## src/design/rpd_pkg.sv

```systemverilog
// ----------------------------------------------------------------------------
// rpd_pkg
// Types and character codes shared by the run-length pattern decoder.
// ----------------------------------------------------------------------------
package rpd_pkg;

	localparam logic [7:0] CH_NUL    = 8'h00;
	localparam logic [7:0] CH_TAB    = 8'h09;
	localparam logic [7:0] CH_LF     = 8'h0A;
	localparam logic [7:0] CH_BLANK  = 8'h20;
	localparam logic [7:0] CH_BANG   = 8'h21;
	localparam logic [7:0] CH_DOLLAR = 8'h24;
	localparam logic [7:0] CH_DOT    = 8'h2E;
	localparam logic [7:0] CH_ZERO   = 8'h30;
	localparam logic [7:0] CH_NINE   = 8'h39;
	localparam logic [7:0] CH_UPPER_A = 8'h41;
	localparam logic [7:0] CH_UPPER_Z = 8'h5A;
	localparam logic [7:0] CH_LOWER_B = 8'h62;
	localparam logic [7:0] CH_LOWER_O = 8'h6F;

	localparam int unsigned COUNT_BITS = 16;
	localparam int unsigned OUT_BITS   = 16;
	localparam int unsigned CFG_BITS   = 16;

	localparam logic [COUNT_BITS-1:0] COUNT_MAX = '1;

	localparam logic REG_X_OFFSET = 1'b0;
	localparam logic REG_Y_OFFSET = 1'b1;

	localparam logic KIND_RUN = 1'b0;
	localparam logic KIND_END = 1'b1;

	typedef enum logic [2:0] {
		ACT_NONE,
		ACT_DIGIT,
		ACT_SKIP,
		ACT_RUN,
		ACT_ROW,
		ACT_CLEAR,
		ACT_END
	} action_t;

	typedef struct packed {
		action_t    action;
		logic [3:0] digit;
		logic [4:0] value;
	} cmd_t;

	typedef struct packed {
		logic                kind;
		logic [OUT_BITS-1:0] x_start;
		logic [OUT_BITS-1:0] row_out;
		logic [OUT_BITS-1:0] run_length;
		logic [4:0]          cell_value;
	} result_t;

endpackage

```

## src/design/rpd_char_if.sv

```systemverilog
// ----------------------------------------------------------------------------
// rpd_char_if
// Character channel: one pattern character per word.
// ----------------------------------------------------------------------------
interface rpd_char_if;
	logic       valid;
	logic       ready;
	logic [7:0] char_code;
	logic       stream_end;
	logic [3:0] random_color;

	modport source(output valid, output char_code, output stream_end,
		output random_color, input ready);
	modport sink(input valid, input char_code, input stream_end,
		input random_color, output ready);
endinterface

```

## src/design/rpd_run_if.sv

```systemverilog
// ----------------------------------------------------------------------------
// rpd_run_if
// Result channel: one cell run or end marker per word.
// ----------------------------------------------------------------------------
interface rpd_run_if;
	logic        valid;
	logic        ready;
	logic        kind;
	logic [15:0] x_start;
	logic [15:0] row_out;
	logic [15:0] run_length;
	logic [4:0]  cell_value;

	modport source(output valid, output kind, output x_start, output row_out,
		output run_length, output cell_value, input ready);
	modport sink(input valid, input kind, input x_start, input row_out,
		input run_length, input cell_value, output ready);
endinterface

```

## src/design/rpd_classify.sv

```systemverilog
// ----------------------------------------------------------------------------
// rpd_classify
// Sorts an incoming character into the action it takes on the decoder state.
// ----------------------------------------------------------------------------
module rpd_classify (
	input  logic [7:0]   char_code,
	input  logic         stream_end,
	input  logic [3:0]   random_color,
	output rpd_pkg::cmd_t cmd
);

	always_comb begin
		cmd.digit  = char_code[3:0];
		cmd.value  = 5'd0;
		cmd.action = rpd_pkg::ACT_CLEAR;
		if (stream_end || char_code == rpd_pkg::CH_BANG || char_code == rpd_pkg::CH_NUL) begin
			cmd.action = rpd_pkg::ACT_END;
		end else if (char_code == rpd_pkg::CH_BLANK || char_code == rpd_pkg::CH_LF
			|| char_code == rpd_pkg::CH_TAB) begin
			cmd.action = rpd_pkg::ACT_NONE;
		end else if (char_code >= rpd_pkg::CH_ZERO && char_code <= rpd_pkg::CH_NINE) begin
			cmd.action = rpd_pkg::ACT_DIGIT;
		end else if (char_code == rpd_pkg::CH_LOWER_B || char_code == rpd_pkg::CH_DOT) begin
			cmd.action = rpd_pkg::ACT_SKIP;
		end else if (char_code == rpd_pkg::CH_LOWER_O) begin
			cmd.action = rpd_pkg::ACT_RUN;
			cmd.value  = {1'b0, random_color};
		end else if (char_code >= rpd_pkg::CH_UPPER_A && char_code <= rpd_pkg::CH_UPPER_Z) begin
			// low five bits of 'A'..'Z' are 1..26
			cmd.action = rpd_pkg::ACT_RUN;
			cmd.value  = char_code[4:0];
		end else if (char_code == rpd_pkg::CH_DOLLAR) begin
			cmd.action = rpd_pkg::ACT_ROW;
		end
	end

endmodule

```

## src/design/rpd_position.sv

```systemverilog
// ----------------------------------------------------------------------------
// rpd_position
// Run count, column and row registers, offset registers, and the result
// built from them for the current command.
// ----------------------------------------------------------------------------
module rpd_position #(
	parameter int unsigned COORD_BITS = 16
) (
	input  logic                            clk,
	input  logic                            arst_n,
	input  rpd_pkg::cmd_t                   cmd,
	input  logic                            fire,
	input  logic                            cfg_we,
	input  logic                            cfg_index,
	input  logic [rpd_pkg::CFG_BITS-1:0]    cfg_data,
	output logic                            emit,
	output rpd_pkg::result_t                result
);

	localparam int unsigned CB = rpd_pkg::COUNT_BITS;
	localparam int unsigned OB = rpd_pkg::OUT_BITS;

	logic [CB-1:0]          count_q;
	logic [COORD_BITS-1:0]  column_q;
	logic [COORD_BITS-1:0]  row_q;
	logic [rpd_pkg::CFG_BITS-1:0] x_off_q;
	logic [rpd_pkg::CFG_BITS-1:0] y_off_q;

	logic [CB-1:0]               n;
	logic [CB+3:0]               count_next;
	logic [CB-1:0]               count_sat;
	logic [COORD_BITS+CB-1:0]    n_ext;
	logic [COORD_BITS+15:0]      xo_ext;
	logic [COORD_BITS+15:0]      yo_ext;
	logic [COORD_BITS+15:0]      cfg_ext;
	logic [COORD_BITS+OB-1:0]    col_ext;
	logic [COORD_BITS+OB-1:0]    row_ext;
	logic [COORD_BITS-1:0]       x_home;
	logic [COORD_BITS-1:0]       y_home;
	logic [COORD_BITS-1:0]       cfg_coord;
	logic [COORD_BITS-1:0]       column_adv;
	logic [COORD_BITS-1:0]       row_adv;

	assign n          = (count_q == '0) ? CB'(1) : count_q;
	assign count_next = {1'b0, count_q, 3'b000} + {3'b000, count_q, 1'b0}
		+ {{CB{1'b0}}, cmd.digit};
	assign count_sat  = (count_next > {4'b0000, rpd_pkg::COUNT_MAX})
		? rpd_pkg::COUNT_MAX : count_next[CB-1:0];

	assign n_ext      = {{COORD_BITS{1'b0}}, n};
	assign xo_ext     = {{COORD_BITS{1'b0}}, x_off_q};
	assign yo_ext     = {{COORD_BITS{1'b0}}, y_off_q};
	assign cfg_ext    = {{COORD_BITS{1'b0}}, cfg_data};
	assign x_home     = xo_ext[COORD_BITS-1:0];
	assign y_home     = yo_ext[COORD_BITS-1:0];
	assign cfg_coord  = cfg_ext[COORD_BITS-1:0];
	assign column_adv = column_q + n_ext[COORD_BITS-1:0];
	assign row_adv    = row_q + n_ext[COORD_BITS-1:0];
	assign col_ext    = {{OB{1'b0}}, column_q};
	assign row_ext    = {{OB{1'b0}}, row_q};

	always_comb begin
		emit              = 1'b0;
		result.kind       = rpd_pkg::KIND_RUN;
		result.x_start    = '0;
		result.row_out    = '0;
		result.run_length = '0;
		result.cell_value = 5'd0;
		case (cmd.action)
			rpd_pkg::ACT_RUN: begin
				emit              = 1'b1;
				result.x_start    = col_ext[OB-1:0];
				result.row_out    = row_ext[OB-1:0];
				result.run_length = n;
				result.cell_value = cmd.value;
			end
			rpd_pkg::ACT_END: begin
				emit        = 1'b1;
				result.kind = rpd_pkg::KIND_END;
			end
			default: begin
				emit = 1'b0;
			end
		endcase
	end

	always_ff @(posedge clk or negedge arst_n) begin
		if (!arst_n) begin
			count_q  <= '0;
			column_q <= '0;
			row_q    <= '0;
			x_off_q  <= '0;
			y_off_q  <= '0;
		end else if (cfg_we) begin
			case (cfg_index)
				rpd_pkg::REG_X_OFFSET: begin
					x_off_q  <= cfg_data;
					column_q <= cfg_coord;
				end
				rpd_pkg::REG_Y_OFFSET: begin
					y_off_q <= cfg_data;
					row_q   <= cfg_coord;
				end
				default: begin
					x_off_q <= x_off_q;
				end
			endcase
		end else if (fire) begin
			case (cmd.action)
				rpd_pkg::ACT_NONE: begin
					count_q <= count_q;
				end
				rpd_pkg::ACT_DIGIT: begin
					count_q <= count_sat;
				end
				rpd_pkg::ACT_SKIP, rpd_pkg::ACT_RUN: begin
					count_q  <= '0;
					column_q <= column_adv;
				end
				rpd_pkg::ACT_ROW: begin
					count_q  <= '0;
					row_q    <= row_adv;
					column_q <= x_home;
				end
				rpd_pkg::ACT_END: begin
					count_q  <= '0;
					column_q <= x_home;
					row_q    <= y_home;
				end
				default: begin
					count_q <= '0;
				end
			endcase
		end
	end

endmodule

```

## src/design/rle_pattern_decoder.sv

```systemverilog
// ----------------------------------------------------------------------------
// rle_pattern_decoder
// Run-length cell pattern decoder: characters in, cell runs and end markers out.
// ----------------------------------------------------------------------------
// Takes one character word per cycle while the result side is not stalled,
// and returns at most one result word per character. Each accepted
// character is classified and registered, then the run count, column and
// row update and a result register holds the word for the sink. While it
// waits, characters that yield no result still pass, and the input stalls
// once a character that yields one is held. Offset writes load column and
// row; they are to be made while idle, and the block does not enforce this.
module rle_pattern_decoder #(
	parameter int unsigned COORD_BITS = 16
) (
	input  logic                         clk,
	input  logic                         arst_n,
	rpd_char_if.sink                     chars,
	rpd_run_if.source                    runs,
	input  logic                         cfg_we,
	input  logic                         cfg_index,
	input  logic [rpd_pkg::CFG_BITS-1:0] cfg_data
);

	rpd_pkg::cmd_t    cmd_in;
	rpd_pkg::cmd_t    cmd_s1;
	logic             valid_s1;
	logic             emit;
	logic             fire;
	logic             out_free;
	rpd_pkg::result_t result;
	rpd_pkg::result_t res_q;
	logic             res_valid_q;

	rpd_classify u_classify (
		.char_code   (chars.char_code),
		.stream_end  (chars.stream_end),
		.random_color(chars.random_color),
		.cmd         (cmd_in)
	);

	rpd_position #(
		.COORD_BITS(COORD_BITS)
	) u_position (
		.clk      (clk),
		.arst_n   (arst_n),
		.cmd      (cmd_s1),
		.fire     (fire),
		.cfg_we   (cfg_we),
		.cfg_index(cfg_index),
		.cfg_data (cfg_data),
		.emit     (emit),
		.result   (result)
	);

	assign out_free    = !res_valid_q || runs.ready;
	assign fire        = valid_s1 && (!emit || out_free);
	assign chars.ready = !valid_s1 || fire;

	always_ff @(posedge clk or negedge arst_n) begin
		if (!arst_n) begin
			valid_s1 <= 1'b0;
		end else if (chars.ready) begin
			valid_s1 <= chars.valid;
		end
	end

	always_ff @(posedge clk) begin
		if (chars.ready && chars.valid) begin
			cmd_s1 <= cmd_in;
		end
	end

	always_ff @(posedge clk or negedge arst_n) begin
		if (!arst_n) begin
			res_valid_q <= 1'b0;
		end else if (out_free) begin
			res_valid_q <= fire && emit;
		end
	end

	always_ff @(posedge clk) begin
		if (fire && emit) begin
			res_q <= result;
		end
	end

	assign runs.valid      = res_valid_q;
	assign runs.kind       = res_q.kind;
	assign runs.x_start    = res_q.x_start;
	assign runs.row_out    = res_q.row_out;
	assign runs.run_length = res_q.run_length;
	assign runs.cell_value = res_q.cell_value;

endmodule

```

## src/flat_wrapper.sv

```systemverilog
// flat-port wrapper written by rule: the top's interface ports become plain ports
module rle_pattern_decoder_flat 
#(
	parameter int unsigned COORD_BITS = 16
)
  (clk, arst_n, cfg_we, cfg_index, cfg_data, chars_valid, chars_char_code, chars_stream_end, chars_random_color, chars_ready, runs_valid, runs_kind, runs_x_start, runs_row_out, runs_run_length, runs_cell_value, runs_ready);
  rpd_char_if chars_i ();
  rpd_run_if runs_i ();
  input  logic clk;
  input  logic arst_n;
  input  logic cfg_we;
  input  logic cfg_index;
  input  logic [rpd_pkg::CFG_BITS-1:0] cfg_data;
  input wire logic [$bits(chars_i.valid)-1:0] chars_valid;
  input wire logic [$bits(chars_i.char_code)-1:0] chars_char_code;
  input wire logic [$bits(chars_i.stream_end)-1:0] chars_stream_end;
  input wire logic [$bits(chars_i.random_color)-1:0] chars_random_color;
  output wire logic [$bits(chars_i.ready)-1:0] chars_ready;
  output wire logic [$bits(runs_i.valid)-1:0] runs_valid;
  output wire logic [$bits(runs_i.kind)-1:0] runs_kind;
  output wire logic [$bits(runs_i.x_start)-1:0] runs_x_start;
  output wire logic [$bits(runs_i.row_out)-1:0] runs_row_out;
  output wire logic [$bits(runs_i.run_length)-1:0] runs_run_length;
  output wire logic [$bits(runs_i.cell_value)-1:0] runs_cell_value;
  input wire logic [$bits(runs_i.ready)-1:0] runs_ready;
  assign chars_i.valid = chars_valid;
  assign chars_i.char_code = chars_char_code;
  assign chars_i.stream_end = chars_stream_end;
  assign chars_i.random_color = chars_random_color;
  assign chars_ready = chars_i.ready;
  assign runs_valid = runs_i.valid;
  assign runs_kind = runs_i.kind;
  assign runs_x_start = runs_i.x_start;
  assign runs_row_out = runs_i.row_out;
  assign runs_run_length = runs_i.run_length;
  assign runs_cell_value = runs_i.cell_value;
  assign runs_i.ready = runs_ready;
  rle_pattern_decoder #(.COORD_BITS(COORD_BITS)) u_core (.clk(clk), .arst_n(arst_n), .chars(chars_i), .runs(runs_i), .cfg_we(cfg_we), .cfg_index(cfg_index), .cfg_data(cfg_data));
endmodule
```

## config.mk

```make
export PLATFORM = sky130hd
export DESIGN_NAME = rle_pattern_decoder_flat
export DESIGN_NICKNAME = d
export VERILOG_FILES = /design/src/design/rpd_pkg.sv /design/src/design/rpd_char_if.sv /design/src/design/rpd_run_if.sv /design/src/design/rpd_classify.sv /design/src/design/rpd_position.sv /design/src/design/rle_pattern_decoder.sv /design/src/flat_wrapper.sv
export SDC_FILE = /design/constraint.sdc
export NUM_CORES = 1
export LEC_CHECK = 0
export ABC_AREA = 0
export BUFFER_PORTS_ARGS = -buffer_cell sky130_fd_sc_hd__buf_2
export CORE_MARGIN = 2
export CORE_UTILIZATION = 60
export DETAILED_ROUTE_END_ITERATION = 10
export PLACE_DENSITY = 0.81
export SLEW_MARGIN = 20
export SYNTH_ARGS = -nofsm -noshare
export SYNTH_HDL_FRONTEND = slang
export SYNTH_SLANG_ARGS = --single-unit
```

## constraint.sdc

```tcl
create_clock -name clk -period 11.9 [get_ports clk]
set_input_delay 1.785 -clock clk [delete_from_list [all_inputs] [get_ports clk]]
set_output_delay 1.785 -clock clk [all_outputs]
set_load 0.03 [all_outputs]
```

==> results.md <==
* CORE AREA at ~14000 um2
* Leakage at about 4.5 nW
* Final worst path period need at between 4 and 5 ns
* Row count at 44
* CTS root buf: clkbuf_16
* Vias at a little over 7000
* Net switching power at 0.427 mW
* Asr flop ratio synth at between 50 and 60%
* Final period util at between 40% and 50%
* Slew margin rel. at around two fifths
* NumNets Final at around 1100
* CP startpoint kind: register
* Vias/cell at 6.28
* WL/cell at about 19 um
* Total gr overflow at 0
* Clock tree sinks at 148
* Top post-synthesis cells by area: dfrtp_1, edfxtp_1, ha_1
* Sequential share of power at between 40% and 50%
* Sequential share of the synthesized area at a little under half
* FMAX at approximately 0.21 GHz
* Final-report setup violation count at 0
* Worst Path Max Fanout at 55
* Die H at ~120 um
* Largest net degree at the start of global routing at 56
* Dpl hpwl at around 16 mm
* Power per Cell Area at approximately 150 nW/um2
* H-tree lvl count at 4
* Setup TNS at 0 ns
* TritonCTS clock tree: done
* CP Data Required Time at 10.12 ns
* Most numerous cell in the Yosys netlist: nand2_1
* Clock Latency Late Sink at 0.43 ns
* Setup skew after layout at between 0.007 and 0.008 ns
* Gate Count Post-Synth at ~900
* Longest Clk Path Bufs at 2
* Internal at ~1.0 mW
* ANT cells at 0
* Pre-antenna DRT Iters at 6
* Top post-synthesis cells by count: nand2_1, dfrtp_1, edfxtp_1
* Post-synth top flop: dfrtp_1
* Max-cap violations at 0
* Synth Warn # at 0
* Post-cts gate resize count at 0
* Worst VDD drop at about 110 uV
* Initial antenna violation count at 0
* CP Class: reg2out
* Gr usage total at 28.7%
* Post-Route WL at 22.4 mm
* Total chip power at roughly 1.4 mW
* Post-CTS setup buffer count at 0
* DR DRC count at 0
* Share of layout cells above drive strength 1 at between 15 and 20%
* Synthesized Nets at between 900 and 1000
* Largest area contributor in the netlist: dfrtp_1
* Mapped cell area at between 8000 and 9000 um2
* Avg Inst Size Synth at a little under 10 um2
* Worst-path clk slew at 0.06 ns
* Setup crit end kind: output port
* CP arrival at between 2 and 3 ns
* Initial Util at between 60% and 70%
* Switching Share at around 30%
* Vias in the first global route at between 6000 and 7000
* Number of buffers inserted by hold repair at cts at 0
* Logic gate share of total power at 19.4%
* Max-slew violation count at 0
* Clk pwr share at a little over a third
* Post-synthesis cell type count at between 60 and 70
* HP Class: reg2reg
* Outcome: completed
* First-pass GRT wire length at approximately 35 mm
* Least-Margin Pin Slew at about 0.92 ns
* CTS buffer count at 17
* IO buf count at 90
* Die Width at between 100 and 150 um
* Ports at a little over 90
* RSZ-0062 raised after global routing: false
* DRT iter0 DRCs at just over 800
* Routed Antenna Nets at 0
* Die area at about 16000 um2
* Layout area overhead at 12.7%
* Endpoints failing hold at 0
* Placer Congestion at slightly above 0.9
* Post-synthesis register bit count at around 150
* Post-synth EDFFs at 66
* Yosys top cell area share at between 20% and 30%
==> worst max-delay path, cell delays in order, from the launching register on <==
cell	delay [ns]
edfxtp_1	0.34
buf_4	0.39
nor2b_1	0.09
buf_4	0.23
nand2_1	0.46
inv_1	0.38
o211ai_1	0.38
buf_2	0.26
==> routing by layer <==
metal / GRT usage [%] / vias to the layer above / wire length, um
met5: 0 / - / 0
met1: 42.3 / 3435 / 9710
met3: 5.63 / 56 / 2150
met2: 41.9 / 381 / 9770
li1: - / 3383 / -
met4: 11.6 / 0 / 750
==> placed cells by master (no fill, tap or decap), types with 12 or more instances in the layout <==
cell type	n
ha_1	61
edfxtp_1	66
nand3_1	14
mux2_2	13
o21ai_0	61
buf_2	89
xnor2_1	24
clkbuf_16	19
mux2i_1	12
nor2b_1	13
nand2_1	120
nor3_1	19
nand2b_1	12
and3_1	56
o31ai_1	13
dfrtp_1	82
nor2_1	61
a21oi_1	53
inv_1	20
==> power by group through the flow <==
stage | registers [mW] | clock network [mW] | logic [mW]
finish | 0.637 | 0.516 | 0.278
global route | 0.640 | 0.540 | 0.306
CTS | 0.634 | 0.518 | 0.274
detailed placement | 0.643 | 0 | 0.271
floorplan | 0.636 | 0 | 0.190
global placement | 0.642 | 0 | 0.264
==> cell families after synthesis <==
kind of cell | synth area share, %
buffers and inverters | 3.30
AND/OR/NAND/NOR | 18.2
adder cells (fa/ha/maj) | 9.64
multiplexers | 3.05
XOR/XNOR | 3.30
AO/OA/AOI/OAI | 16.4
flip-flops | 46.1
==> registers in the layout, summed over array words and instances (netlist names), 5 cells and up <==
register,flops
u_core.cmd_s1,12
u_core.u_position.x_home,16
u_core.runs.cell_value,5
u_core.runs.row_out,16
u_core.u_position.row_q,16
u_core.u_position.column_q,16
u_core.runs.x_start,16
u_core.runs.run_length,16
u_core.u_position.y_home,16
u_core.u_position.count_q,16
==> worst paths after layout <==
check / start / to / slack, ns / depth (start not counted)
worst max-delay path: u_core.cmd_s1[9] / chars_ready / 7.13 / 7
worst min-delay path: u_core.u_position.x_home[15] / u_core.u_position.x_home[15] / 0.48 / 2
worst max register to register: u_core.u_position.count_q[2] / u_core.u_position.count_q[10] / 8.03 / 11
worst min register to register: u_core.u_position.x_home[15] / u_core.u_position.x_home[15] / 0.48 / 2
max in group asynchronous: arst_n / u_core.u_position.count_q[1] / 9.61 / 2
min in group asynchronous: arst_n / u_core.u_position.x_home[6] / 1.30 / 1
==> through the flow <==
stage	worst slack [ns]	cell area, um2	util, %	cells	hold WS [ns]
floorplan	6.80	8750	-	896	0.440
global placement	7.70	9290	64.6	1124	0.455
detailed placement	7.63	9290	64.6	1124	0.463
CTS	7.17	9860	68.6	1156	0.477
global route	6.94	9860	68.6	1156	0.500
finish	7.13	9860	68.6	1156	0.475
==> final cells by class <==
class,instances,area (um2)
fill,1101,4510
inverter,20,75.1
timing repair buffer,98,513
sequential,148,4030
tap,184,230
clock inverter,7,43.8
multi-input combinational,674,4440
clock buffer,25,528
Power figures use the tool's default switching activity.
